File: src/fclt_pkg.sv
package fclt_pkg;

  // Field and counter widths
  localparam int CNT_W = 9;
  localparam int IDX_W = 8;

  // Table geometry and fixed cluster numbers
  localparam int MAX_CLUSTERS_DEF = 256;
  localparam int TABLE_CLUSTER    = 1;
  localparam int ROOT_CLUSTER     = 2;
  localparam int FIRST_ALLOC      = 3;

  // Entry codes
  localparam logic [IDX_W-1:0] ENTRY_USED = 8'hFF;
  localparam logic [IDX_W-1:0] ENTRY_FREE = 8'h00;

  localparam logic [CNT_W-1:0] CLUSTERS_RST = 9'd256;

  // Request codes
  typedef enum logic [2:0] {
    FN_INIT      = 3'd0,
    FN_GET       = 3'd1,
    FN_SET       = 3'd2,
    FN_ALLOC     = 3'd3,
    FN_MARK_USED = 3'd4,
    FN_MARK_FREE = 3'd5
  } func_t;

  typedef enum logic [2:0] {
    WA_ZERO, WA_TABLE, WA_ROOT, WA_CLUSTER, WA_CHK
  } wr_addr_sel_t;

  typedef enum logic [1:0] {
    WD_USED, WD_FREE, WD_LINK
  } wr_data_sel_t;

  typedef enum logic [1:0] {
    RA_ROOT, RA_CLUSTER, RA_PTR
  } rd_addr_sel_t;

  typedef enum logic [1:0] {
    RS_ZERO, RS_USED, RS_ENTRY, RS_CHK
  } res_sel_t;

  // Controller to datapath
  typedef struct packed {
    logic         latch_in;
    logic         wr_en;
    wr_addr_sel_t wr_addr_sel;
    wr_data_sel_t wr_data_sel;
    rd_addr_sel_t rd_addr_sel;
    logic         scan_start;
    logic         scan_step;
    logic         res_load;
    res_sel_t     res_sel;
    logic         out_load;
  } cmd_t;

  // Datapath to controller
  typedef struct packed {
    logic [2:0] func;
    logic       clu_in_range;
    logic       clu_special;
    logic       entry_free;
    logic       chk_valid;
    logic       chk_special;
    logic       scan_end;
    logic       out_free;
  } sts_t;

endpackage

File: src/fclt_ctrl.sv
module fclt_ctrl (
  input  logic              clk,
  input  logic              rst,
  input  logic              in_valid,
  input  logic [2:0]        in_func,
  output logic              in_ready,
  output fclt_pkg::cmd_t    cmd,
  input  fclt_pkg::sts_t    sts
);

  typedef enum logic [8:0] {
    S_IDLE     = 9'b000000001,
    S_INIT_A   = 9'b000000010,
    S_INIT_B   = 9'b000000100,
    S_INIT_C   = 9'b000001000,
    S_GET_RD   = 9'b000010000,
    S_GET_FIN  = 9'b000100000,
    S_WRITE    = 9'b001000000,
    S_SCAN     = 9'b010000000,
    S_DONE     = 9'b100000000
  } state_t;

  state_t state;
  state_t state_next;

  assign in_ready = (state == S_IDLE);

  // State register
  always_ff @(posedge clk) begin
    if (rst) begin
      state <= S_IDLE;
    end else begin
      state <= state_next;
    end
  end

  // Next state and commands
  always_comb begin
    state_next      = state;
    cmd             = '0;
    cmd.rd_addr_sel = fclt_pkg::RA_CLUSTER;
    unique case (state)
      S_IDLE: begin
        if (in_valid) begin
          cmd.latch_in = 1'b1;
          unique case (fclt_pkg::func_t'(in_func))
            fclt_pkg::FN_INIT:  state_next = S_INIT_A;
            fclt_pkg::FN_GET:   state_next = S_GET_RD;
            fclt_pkg::FN_SET,
            fclt_pkg::FN_MARK_USED,
            fclt_pkg::FN_MARK_FREE: state_next = S_WRITE;
            fclt_pkg::FN_ALLOC: begin
              cmd.scan_start = 1'b1;
              state_next     = S_SCAN;
            end
            default: begin
              // unused request codes: no table access, result zero
              cmd.res_load = 1'b1;
              cmd.res_sel  = fclt_pkg::RS_ZERO;
              state_next   = S_DONE;
            end
          endcase
        end
      end
      S_INIT_A: begin
        cmd.wr_en       = 1'b1;
        cmd.wr_addr_sel = fclt_pkg::WA_ZERO;
        cmd.wr_data_sel = fclt_pkg::WD_USED;
        cmd.rd_addr_sel = fclt_pkg::RA_ROOT;
        state_next      = S_INIT_B;
      end
      S_INIT_B: begin
        cmd.wr_en       = 1'b1;
        cmd.wr_addr_sel = fclt_pkg::WA_TABLE;
        cmd.wr_data_sel = fclt_pkg::WD_USED;
        cmd.rd_addr_sel = fclt_pkg::RA_ROOT;
        state_next      = S_INIT_C;
      end
      S_INIT_C: begin
        // root entry is claimed only when free
        cmd.wr_en       = sts.entry_free;
        cmd.wr_addr_sel = fclt_pkg::WA_ROOT;
        cmd.wr_data_sel = fclt_pkg::WD_USED;
        cmd.res_load    = 1'b1;
        cmd.res_sel     = fclt_pkg::RS_ZERO;
        state_next      = S_DONE;
      end
      S_GET_RD: begin
        state_next = S_GET_FIN;
      end
      S_GET_FIN: begin
        cmd.res_load = 1'b1;
        cmd.res_sel  = sts.clu_special ? fclt_pkg::RS_USED : fclt_pkg::RS_ENTRY;
        state_next   = S_DONE;
      end
      S_WRITE: begin
        cmd.wr_en       = sts.clu_in_range;
        cmd.wr_addr_sel = fclt_pkg::WA_CLUSTER;
        priority if (sts.func == fclt_pkg::FN_SET) begin
          cmd.wr_data_sel = fclt_pkg::WD_LINK;
        end else if (sts.func == fclt_pkg::FN_MARK_FREE) begin
          cmd.wr_data_sel = fclt_pkg::WD_FREE;
        end else begin
          cmd.wr_data_sel = fclt_pkg::WD_USED;
        end
        cmd.res_load = 1'b1;
        cmd.res_sel  = fclt_pkg::RS_ZERO;
        state_next   = S_DONE;
      end
      S_SCAN: begin
        // one read issued and one entry checked per cycle
        cmd.rd_addr_sel = fclt_pkg::RA_PTR;
        priority if (sts.chk_valid && sts.entry_free && !sts.chk_special) begin
          cmd.wr_en       = 1'b1;
          cmd.wr_addr_sel = fclt_pkg::WA_CHK;
          cmd.wr_data_sel = fclt_pkg::WD_USED;
          cmd.res_load    = 1'b1;
          cmd.res_sel     = fclt_pkg::RS_CHK;
          state_next      = S_DONE;
        end else if (sts.scan_end) begin
          cmd.res_load = 1'b1;
          cmd.res_sel  = fclt_pkg::RS_USED;
          state_next   = S_DONE;
        end else begin
          cmd.scan_step = 1'b1;
        end
      end
      S_DONE: begin
        if (sts.out_free) begin
          cmd.out_load = 1'b1;
          state_next   = S_IDLE;
        end
      end
      default: begin
        state_next = S_IDLE;
      end
    endcase
  end

endmodule

File: src/fclt_datapath.sv
module fclt_datapath #(
  parameter int MAX_CLUSTERS = fclt_pkg::MAX_CLUSTERS_DEF
) (
  input  logic                        clk,
  input  logic                        rst,
  input  logic [2*fclt_pkg::IDX_W-1:0] in_data,
  input  logic [2:0]                  in_func,
  input  logic                        cfg_valid,
  input  logic [fclt_pkg::CNT_W-1:0]  cfg_data,
  input  fclt_pkg::cmd_t              cmd,
  output fclt_pkg::sts_t              sts,
  output logic                        out_valid,
  input  logic                        out_ready,
  output logic [fclt_pkg::IDX_W-1:0]  out_data
);

  localparam int AW = (MAX_CLUSTERS > 1) ? $clog2(MAX_CLUSTERS) : 1;
  localparam logic [fclt_pkg::CNT_W-1:0] MAX_CNT = fclt_pkg::CNT_W'(MAX_CLUSTERS);
  localparam logic [fclt_pkg::CNT_W-1:0] FIRST_CNT = fclt_pkg::CNT_W'(fclt_pkg::FIRST_ALLOC);

  logic [2:0]                 func_q;
  logic [fclt_pkg::IDX_W-1:0] cluster_q;
  logic [fclt_pkg::IDX_W-1:0] link_q;
  logic [fclt_pkg::CNT_W-1:0] clusters_in_use;
  logic [fclt_pkg::CNT_W-1:0] ptr;
  logic [fclt_pkg::IDX_W-1:0] chk_idx;
  logic                       chk_valid;
  logic [fclt_pkg::IDX_W-1:0] mem [MAX_CLUSTERS];
  logic [MAX_CLUSTERS-1:0]    ent_vld;
  logic [fclt_pkg::IDX_W-1:0] rd_data;
  logic                       rd_vld;
  logic [fclt_pkg::IDX_W-1:0] entry;
  logic [fclt_pkg::IDX_W-1:0] res_q;
  logic [AW-1:0]              wr_addr;
  logic [AW-1:0]              rd_addr;
  logic [fclt_pkg::IDX_W-1:0] wr_data;
  logic [fclt_pkg::IDX_W-1:0] res_val;
  logic                       clu_in_range;

  // Request capture
  always_ff @(posedge clk) begin
    if (cmd.latch_in) begin
      func_q    <= in_func;
      cluster_q <= in_data[fclt_pkg::IDX_W-1:0];
      link_q    <= in_data[2*fclt_pkg::IDX_W-1:fclt_pkg::IDX_W];
    end
  end

  // Cluster count register
  always_ff @(posedge clk) begin
    if (rst) begin
      clusters_in_use <= fclt_pkg::CLUSTERS_RST;
    end else if (cfg_valid) begin
      clusters_in_use <= cfg_data;
    end
  end

  // Allocation scan pointer and the index whose read is in flight
  always_ff @(posedge clk) begin
    if (rst) begin
      chk_valid <= 1'b0;
    end else if (cmd.scan_start) begin
      chk_valid <= 1'b0;
    end else if (cmd.scan_step) begin
      chk_valid <= 1'b1;
    end
  end

  always_ff @(posedge clk) begin
    if (cmd.scan_start) begin
      ptr <= FIRST_CNT;
    end else if (cmd.scan_step) begin
      ptr     <= ptr + fclt_pkg::CNT_W'(1);
      chk_idx <= ptr[fclt_pkg::IDX_W-1:0];
    end
  end

  // Port address and data selection
  always_comb begin
    unique case (cmd.wr_addr_sel)
      fclt_pkg::WA_ZERO:    wr_addr = '0;
      fclt_pkg::WA_TABLE:   wr_addr = AW'(fclt_pkg::TABLE_CLUSTER);
      fclt_pkg::WA_ROOT:    wr_addr = AW'(fclt_pkg::ROOT_CLUSTER);
      fclt_pkg::WA_CLUSTER: wr_addr = cluster_q[AW-1:0];
      fclt_pkg::WA_CHK:     wr_addr = chk_idx[AW-1:0];
      default:              wr_addr = '0;
    endcase
    unique case (cmd.wr_data_sel)
      fclt_pkg::WD_USED: wr_data = fclt_pkg::ENTRY_USED;
      fclt_pkg::WD_FREE: wr_data = fclt_pkg::ENTRY_FREE;
      fclt_pkg::WD_LINK: wr_data = link_q;
      default:           wr_data = fclt_pkg::ENTRY_FREE;
    endcase
    unique case (cmd.rd_addr_sel)
      fclt_pkg::RA_ROOT:    rd_addr = AW'(fclt_pkg::ROOT_CLUSTER);
      fclt_pkg::RA_CLUSTER: rd_addr = cluster_q[AW-1:0];
      fclt_pkg::RA_PTR:     rd_addr = ptr[AW-1:0];
      default:              rd_addr = '0;
    endcase
  end

  // Link table storage, registered read
  always_ff @(posedge clk) begin
    if (cmd.wr_en) begin
      mem[wr_addr] <= wr_data;
    end
    rd_data <= mem[rd_addr];
  end

  // Per-entry written flags; an unwritten entry reads as free
  always_ff @(posedge clk) begin
    if (rst) begin
      ent_vld <= '0;
      rd_vld  <= 1'b0;
    end else begin
      if (cmd.wr_en) begin
        ent_vld[wr_addr] <= 1'b1;
      end
      rd_vld <= ent_vld[rd_addr];
    end
  end

  assign entry = rd_vld ? rd_data : fclt_pkg::ENTRY_FREE;

  // Result selection and hold
  always_comb begin
    unique case (cmd.res_sel)
      fclt_pkg::RS_ZERO:  res_val = '0;
      fclt_pkg::RS_USED:  res_val = fclt_pkg::ENTRY_USED;
      fclt_pkg::RS_ENTRY: res_val = entry;
      fclt_pkg::RS_CHK:   res_val = chk_idx;
      default:            res_val = '0;
    endcase
  end

  always_ff @(posedge clk) begin
    if (cmd.res_load) begin
      res_q <= res_val;
    end
  end

  // Output register
  always_ff @(posedge clk) begin
    if (rst) begin
      out_valid <= 1'b0;
    end else if (cmd.out_load) begin
      out_valid <= 1'b1;
    end else if (out_ready) begin
      out_valid <= 1'b0;
    end
  end

  always_ff @(posedge clk) begin
    if (cmd.out_load) begin
      out_data <= res_q;
    end
  end

  // Status back to the controller
  assign clu_in_range = ({1'b0, cluster_q} < MAX_CNT);

  always_comb begin
    sts              = '0;
    sts.func         = func_q;
    sts.clu_in_range = clu_in_range;
    sts.clu_special  = (cluster_q == '0) || (cluster_q == fclt_pkg::ENTRY_USED) ||
                       !clu_in_range;
    sts.entry_free   = (entry == fclt_pkg::ENTRY_FREE);
    sts.chk_valid    = chk_valid;
    sts.chk_special  = (chk_idx == '0) || (chk_idx == fclt_pkg::ENTRY_USED);
    sts.scan_end     = (ptr >= clusters_in_use) || (ptr >= MAX_CNT);
    sts.out_free     = !out_valid || out_ready;
  end

endmodule

File: src/fat_cluster_link_table.sv
// Cluster link table: a store of 8-bit link entries (0 free, 0xFF used or end).
// Requests come in on the s_axis channel, one at a time; each gives exactly one
// result transaction on m_axis, in order. cfg carries the cluster count that
// bounds the allocation scan; write it only while no request is in progress.
// Allocation checks entries from cluster 3 up to and including the first free
// one, at most min(count, MAX_CLUSTERS) - 3 and none for a count of 3 or less;
// the scan reads one entry per cycle through the single read port.
// A new request is taken only when the controller is idle, which can be while
// the previous result still waits in the output register.
// Reset: the table reads as all free (per-entry written flags are cleared at
// once, no clearing pass), the count returns to 256 and no result is pending.
// If m_axis_tready stays low, the result holds and at most one more request is
// taken and finished internally before the block stops accepting.
module fat_cluster_link_table #(
  parameter int MAX_CLUSTERS = fclt_pkg::MAX_CLUSTERS_DEF
) (
  input  logic        clk,
  input  logic        rst,
  input  logic        s_axis_tvalid,
  output logic        s_axis_tready,
  input  logic [15:0] s_axis_tdata,   // cluster [7:0], link_value [15:8]
  input  logic [2:0]  s_axis_tuser,   // func [2:0]
  output logic        m_axis_tvalid,
  input  logic        m_axis_tready,
  output logic [7:0]  m_axis_tdata,   // result_value [7:0]
  input  logic        cfg_valid,
  output logic        cfg_ready,
  input  logic [8:0]  cfg_data
);

  fclt_pkg::cmd_t cmd;
  fclt_pkg::sts_t sts;

  // Config writes always land
  assign cfg_ready = 1'b1;

  fclt_ctrl u_ctrl (
    .clk      (clk),
    .rst      (rst),
    .in_valid (s_axis_tvalid),
    .in_func  (s_axis_tuser),
    .in_ready (s_axis_tready),
    .cmd      (cmd),
    .sts      (sts)
  );

  fclt_datapath #(
    .MAX_CLUSTERS (MAX_CLUSTERS)
  ) u_datapath (
    .clk       (clk),
    .rst       (rst),
    .in_data   (s_axis_tdata),
    .in_func   (s_axis_tuser),
    .cfg_valid (cfg_valid),
    .cfg_data  (cfg_data),
    .cmd       (cmd),
    .sts       (sts),
    .out_valid (m_axis_tvalid),
    .out_ready (m_axis_tready),
    .out_data  (m_axis_tdata)
  );

endmodule

File: config.mk
export PLATFORM = sky130hd
export DESIGN_NAME = fat_cluster_link_table
export DESIGN_NICKNAME = d
export VERILOG_FILES = /design/src/fclt_pkg.sv /design/src/fclt_ctrl.sv /design/src/fclt_datapath.sv /design/src/fat_cluster_link_table.sv
export SDC_FILE = /design/constraint.sdc
export NUM_CORES = 2
export LEC_CHECK = 0
export BUFFER_PORTS_ARGS = -buffer_cell sky130_fd_sc_hd__clkbuf_2
export CAP_MARGIN = 20
export CORE_MARGIN = 5
export CORE_UTILIZATION = 68
export DETAILED_ROUTE_END_ITERATION = 8
export PLACE_DENSITY = 0.84
export REMOVE_ABC_BUFFERS = 1
export SYNTH_ARGS = -nofsm -noshare
export SYNTH_HDL_FRONTEND = slang
export SYNTH_SLANG_ARGS = --single-unit
File: constraint.sdc
create_clock -name clk -period 18.9 [get_ports clk]
set_input_delay 1.89 -clock clk [delete_from_list [all_inputs] [get_ports clk]]
set_output_delay 1.89 -clock clk [all_outputs]
set_load 0.1 [all_outputs]
Yosys cells after proc, flatten, opt, wreduce, memory -nomap -nowiden
Memory sizes are Yosys's and may differ from the RTL's. A register that Yosys moved wholly into a read port is not among the register bits.
Index checks and enable logic that the tools add are counted.
W data, S select, Z words.
{"block": "totals", "regBits": 329, "latchBits": 0, "ramBits": 2048, "romBits": 0, "inputBits": 33, "out_inout_bits": 11, "elab_cells": 118, "memories": 1}
{"name": "u_datapath.mem", "depth": 256, "width": 8, "read_ports": 1, "rd_ports_with_merged_regs": 1, "wr": 1, "line_no": "fclt_datapath.sv:28", "text": "logic [fclt_pkg::IDX_W-1:0] mem [MAX_CLUSTERS];"}
{"block": "classes", "addsub": 1, "multipliers": 0, "div_mod_pow": 0, "order_cmp": 5, "eq_ne": 31, "shifts": 0, "n_mux": 40, "bitwise": 2, "n_reduce_logical": 25}
{"op": "$or A256 B256 Y256", "n": 1}
{"op": "$pmux W8 S4", "n": 2}
{"op": "$pmux W9 S7", "n": 1}
{"op": "$mux W9", "n": 4}
{"op": "$pmux W9 S4", "n": 1}
{"op": "$pmux W6 S5", "n": 1}
{"op": "$logic_not A8 Y1", "n": 3}
{"op": "$pmux W8 S3", "n": 1}
{"op": "$lt A8 B9 Y1 const B", "n": 2}
{"op": "$mux W1", "n": 17}
{"op": "$eq A8 B8 Y1 const B", "n": 2}
{"op": "$pmux W8 S2", "n": 1}
{"op": "$eq A3 B2 Y1 const B", "n": 5}
{"op": "$eq A3 B3 Y1 const B", "n": 4}
{"op": "$mux W3", "n": 4}
{"op": "$pmux W3 S4", "n": 1}
{"op": "$add A9 B1 Y9 const B", "n": 1}
{"op": "$eq A9 B1 Y1 const B", "n": 1}
{"op": "$eq A9 B2 Y1 const B", "n": 1}
{"op": "$eq A9 B3 Y1 const B", "n": 1}
{"op": "$eq A9 B4 Y1 const B", "n": 1}
{"op": "$eq A9 B5 Y1 const B", "n": 1}
{"op": "$eq A9 B6 Y1 const B", "n": 1}
{"op": "$eq A9 B7 Y1 const B", "n": 1}
{"op": "28 further kinds", "n": 46}

Logic depth before layout (Yosys ltp)
{"block": "depth", "depth_word": 13, "ltp_mapped": 18, "ltp_nobuf": 12}

By module
Synthesis repeated with hierarchy kept, for this count alone.
{"block": "hier_totals", "cells_unflattened": 7065, "area_unflattened_um2": 93103.0}
{"module": "fclt_datapath", "instances": 1, "cells_per_inst": 6965, "area_each_um2": 92323.5, "seq_area_each_um2": 68495.7}
{"module": "fclt_ctrl", "instances": 1, "cells_per_inst": 98, "area_each_um2": 768.2, "seq_area_each_um2": 180.2}
{"module": "fat_cluster_link_table", "instances": 1, "cells_per_inst": 2, "area_each_um2": 11.3, "seq_area_each_um2": 0.0}

Least setup slack after synthesis
Ideal clock, no wire load.
{"block": "synth_timing", "kind": "register to register", "startpoint": "register u_datapath.func_q[1]", "endpoint": "memory u_datapath.mem[0][0] (netlist name) (data pin)", "setup_ns": 2.187, "arrival_ns": 10.731, "required_ns": 16.713, "path_slack_ns": 5.983, "path_stages_with_launch": 5, "path_buffers": 1, "synth_period_minus_slack_ns": 12.917, "path_cell_list": "edfxtp_1 -> or3b_2 -> buf_1 -> nor2_1 -> o21ai_0"}
{"block": "synth_via", "elab_chain_cells": 6, "word_cells_on_any_way": 8, "classes_between": "eq/ne: 3; mux: 4; reduce/logical: 1"}
{"item": "start: declaration", "line_no": "fclt_datapath.sv:21", "text": "logic [2:0] func_q;"}
{"item": "start signal: assignment", "line_no": "fclt_datapath.sv:43", "text": "func_q <= in_func;"}
{"item": "$eq A3 B3 Y1", "line_no": "fclt_ctrl.sv:101", "text": "end else if (sts.func == fclt_pkg::FN_MARK_FREE) begin"}
{"item": "$mux W1", "line_no": "fclt_ctrl.sv:101"}
{"item": "$mux W2 (*)", "line_no": "fclt_ctrl.sv:99", "text": "priority if (sts.func == fclt_pkg::FN_SET) begin"}
{"item": "$pmux W6 S5 (*)", "line_no": "fclt_ctrl.sv:42", "text": "unique case (state)"}
{"item": "$eq A2 B2 Y1 or $logic_not A2 Y1 (tied branches)", "line_no": "fclt_datapath.sv:88", "text": "unique case (cmd.wr_data_sel)"}
{"item": "$pmux W8 S2 (*)", "line_no": "fclt_datapath.sv:88"}
{"item": "named net u_datapath.wr_data, one bit", "line_no": "fclt_datapath.sv:36", "text": "logic [fclt_pkg::IDX_W-1:0] wr_data;"}
{"item": "end: declaration", "line_no": "fclt_datapath.sv:28"}
Mark *: on every way through the listed nets, which the timed path passes. The rest lies on a longest branch.

Final worst setup path
{"block": "layout_timing", "startpoint": "register u_ctrl.state[2]", "endpoint": "register u_datapath.rd_data[4] (netlist name), read port of u_datapath.mem"}
{"block": "layout_via", "elab_chain_cells": 5, "word_cells_on_any_way": 9, "classes_between": "eq/ne: 5; mux: 2; reduce/logical: 2"}
{"item": "start: declaration", "line_no": "fclt_ctrl.sv:23", "text": "state_t state;"}
{"item": "start signal: assignment", "line_no": "fclt_ctrl.sv:33", "text": "state <= state_next;"}
{"item": "$eq A9 B2 Y1 or $eq A9 B3 Y1 (tied branches)", "line_no": "fclt_ctrl.sv:42"}
{"item": "$reduce_or A2 Y1 (no source line)"}
{"item": "$pmux W2 S2 (*)", "line_no": "fclt_ctrl.sv:42"}
{"item": "$eq A2 B2 Y1, or another cell as far along", "line_no": "fclt_datapath.sv:94", "text": "unique case (cmd.rd_addr_sel)"}
{"item": "$pmux W8 S3 (*)", "line_no": "fclt_datapath.sv:94"}
{"item": "end: declaration", "line_no": "fclt_datapath.sv:30", "text": "logic [fclt_pkg::IDX_W-1:0] rd_data;"}
Mark *: on every way between the ends. The rest lies on a longest branch, timed or not.
A chain may end at the register's enable or synchronous reset.

==> results.json <==
{
  "drv_cap": 0,
  "dp_slack_ps": 12040,
  "pin_count": 44,
  "path_max_fanout": 121,
  "grt_pass1_wl_um": 376000,
  "crit_required_ps": 19610,
  "final_cell_mix": "2091 x edfxtp_1, 951 x nand2_1, 335 x nor2_1, 323 x mux4_2, 318 x nand3_1",
  "fin_ws_ps": 11780,
  "crit_path_start_kind": "flip-flop",
  "synth-edff-count": 2091,
  "rsz0062_at_grt": "false",
  "crit_type": "reg -> reg",
  "via_per_inst": 7.28,
  "cts.clk_slew.worst_paths_ps": 70,
  "rows": 136,
  "start_util_pct": 68.4,
  "yosysWarnings": 0,
  "drt_iter0_drc": 10423,
  "netlist_area_um2": 93900,
  "finalPower_mw": 11.0,
  "clkLatencyLatePin_ps": 870,
  "setup-violations-final": 0,
  "die-area_um2": 146000,
  "synth_compound_area_share_pct": 5.40,
  "yosys.area_share.simple_pct": 8.46,
  "drcViolationCount": 0,
  "slew_viol_final": 92,
  "period_share_pct": 37.6,
  "cp_data_arrival_time_ps": 7830,
  "fin_skew_ps": 56.5,
  "layout.nets": 5974,
  "hold_path_class": "reg -> reg",
  "hold_viol": 0,
  "synth_top_family_by_area": "multiplexers",
  "grt_pass1_vias": 57032,
  "ctsRootBufferMaster": "clkbuf_16",
  "drt-pass1-iter-count": 7,
  "cts_buffers": 219,
  "syn_inst": 5933,
  "wl_per_cell_um": 32.3,
  "synth_adder_area_share_pct": 0.133,
  "synth.area.mux_share_pct": 10.8,
  "relSlewSlack_pct": -5.90,
  "clock_tree.buffer_depth": 3,
  "period_minus_slack_ps": 7120,
  "synth-seq-area-share_pct": 73.1,
  "tns_ps": 0,
  "ctsResizeCount": 0,
  "grt_start_max_net_pins": 257,
  "avgSynthCellArea_um2": 15.8,
  "htreeDepth": 4,
  "detail-route-antenna-nets": 0,
  "globalRouteOverflowTotal": 0,
  "synth-xor-area-share_pct": 0.0653,
  "end_kind": "flip-flop",
  "cts_tree": "done",
  "die_w_um": 382,
  "coreArea_um2": 137000,
  "synthFlopType": "edfxtp_1",
  "track_usage_pct": 35.0,
  "vias": 57773,
  "peakVddDrop_uv": 129,
  "antenna_found_initial": 8,
  "async_flop_share_pct": 0,
  "cts.sinks": 2385,
  "total_leakage_power_nw": 38.4,
  "post_cts_buffers": 0,
  "violations": "slew limit",
  "ys_seq_elements": 2385,
  "ff2ff_setup_slack_ps": 11780,
  "status": "finished, violations left",
  "cellPowerDensity_nw_per_um2": 107,
  "synth_cell_type_count": 74,
  "routabilityCongestion": 0.923,
  "area_delta_synth_final_pct": 9.71,
  "hold_buffers": 0,
  "die_y_um": 382,
  "dp_hpwl_um": 144000,
  "final_common_cell": "edfxtp_1",
  "fmax_mhz": 141,
  "tightest_slew_ps": 1590,
  "port_buffers": 42,
  "hold_slack_ps": 417,
  "drt-total-wl_um": 257000,
  "drive_gt1_share_pct": 13.8
}
## area by class of cell
cell class                      count  area (um2)
Sequential cell                  2385       68700
Fill cell                        7079       34300
Multi-Input combinational cell   3160       23500
Clock buffer                      338        6490
Tap cell                         1794        2240
Timing Repair Buffer              148        1180
Clock inverter                     81         867
Inverter                           17        71.3
Antenna cell                       13        32.5
## cells in the mapped netlist (4+ instances only)
master    count  area [um2]
mux4_2      323        7270
or4_1        11        82.6
ha_1         10         125
a311oi_1     93         815
a211oi_1     16         120
nand4_1      32         200
o221ai_1      4        35.0
a22o_1       15         131
and3b_1       4        35.0
nor3_1       34         170
o21ai_0      52         260
a21oi_1      58         290
nor2b_1       4        25.0
or3_1         7        43.8
buf_2       143         716
mux2i_1     274        2740
nor2_1      342        1280
a211o_1       5        43.8
nand2_1     953        3580
a22oi_1      33         248
nand3_1     318        1590
a31oi_1      56         350
o22ai_1      31         194
a32o_1        5        50.1
nor4_1       16         100
clkbuf_1    139         522
buf_1        23        86.3
edfxtp_1   2091       62800
and3_1       72         450
a221oi_1     11        96.3
o32ai_1      10        87.6
dfxtp_1     294        5890
buf_4        58         435
a32oi_1      31         272
xnor2_1       5        43.8
a21o_1        6        45.0
nand2b_1      4        25.0
inv_1        16        60.1
buf_6         8        90.1
and2_1       15        93.8
o21a_1      247        1850
mux2_2       11         124
## critical path, cell delays in order, from the launching register on
cell     delay [ps]
dfxtp_1         450
or4_4           590
or4_1           570
nand4_4         100
buf_4           410
buf_4           670
buf_12          560
buf_4           790
buf_4           650
mux2i_1         280
mux2i_1          90
a32oi_1         260
nand3_1         210
a22o_1          280
nor4_1          620
nand4_1         180
## metal layers
layer	GRT usage, %	wire [um]
met5	0	42
met1	46.3	84200
met4	19.7	17800
met2	52.0	116000
met3	11.7	38600
## logic make-up (layout without fill, tap and decap cells)
kind of cell    count (synthesis)  count (layout)
fa+ha+maj                      10              10
xor+xnor                        7               7
simple gates                 1839            1839
mux                           608             608
buf+inv                       388             584
flops                        2385            2385
other cells                     1              14
compound gates                695             695
## power by group
part	internal, mW	leakage [nW]	switching [mW]
logic	0.238	7.96	0.592
registers	5.67	26.8	0.0336
clock network	2.56	3.61	1.94
## flip-flops by register name, summed over array words and instances (netlist names), 3 cells and up
signal and flops:
u_datapath.chk_idx 8, u_datapath.mem 2048, u_datapath.res_q 8, u_datapath.func_q 3, u_ctrl.state 9, u_datapath.rd_data 8
u_datapath.clusters_in_use 9, u_datapath.link_q 8, u_datapath.ent_vld 256, u_datapath.cluster_q 8, u_datapath.out_data 8, u_datapath.ptr 9
## per-stage QoR
step                utilization [%]  instances  area (um2)
finish                         75.1       7936      103000
global route                   75.0       7923      103000
CTS                            75.0       7920      103000
detailed placement             69.6       7501       95600
global placement               69.6       7493       95600
floorplan                         -       5562       92100
## path summary, 6_finish.rpt
path / startpoint / to / cells after the start
max: u_ctrl.state[2] / u_datapath.rd_data[4] / 15
min: u_datapath.res_q[0] / u_datapath.out_data[0] / 0
max reg2reg: u_ctrl.state[2] / u_datapath.rd_data[4] / 15
min reg2reg: u_datapath.res_q[0] / u_datapath.out_data[0] / 0
Power figures use the tool's default switching activity.
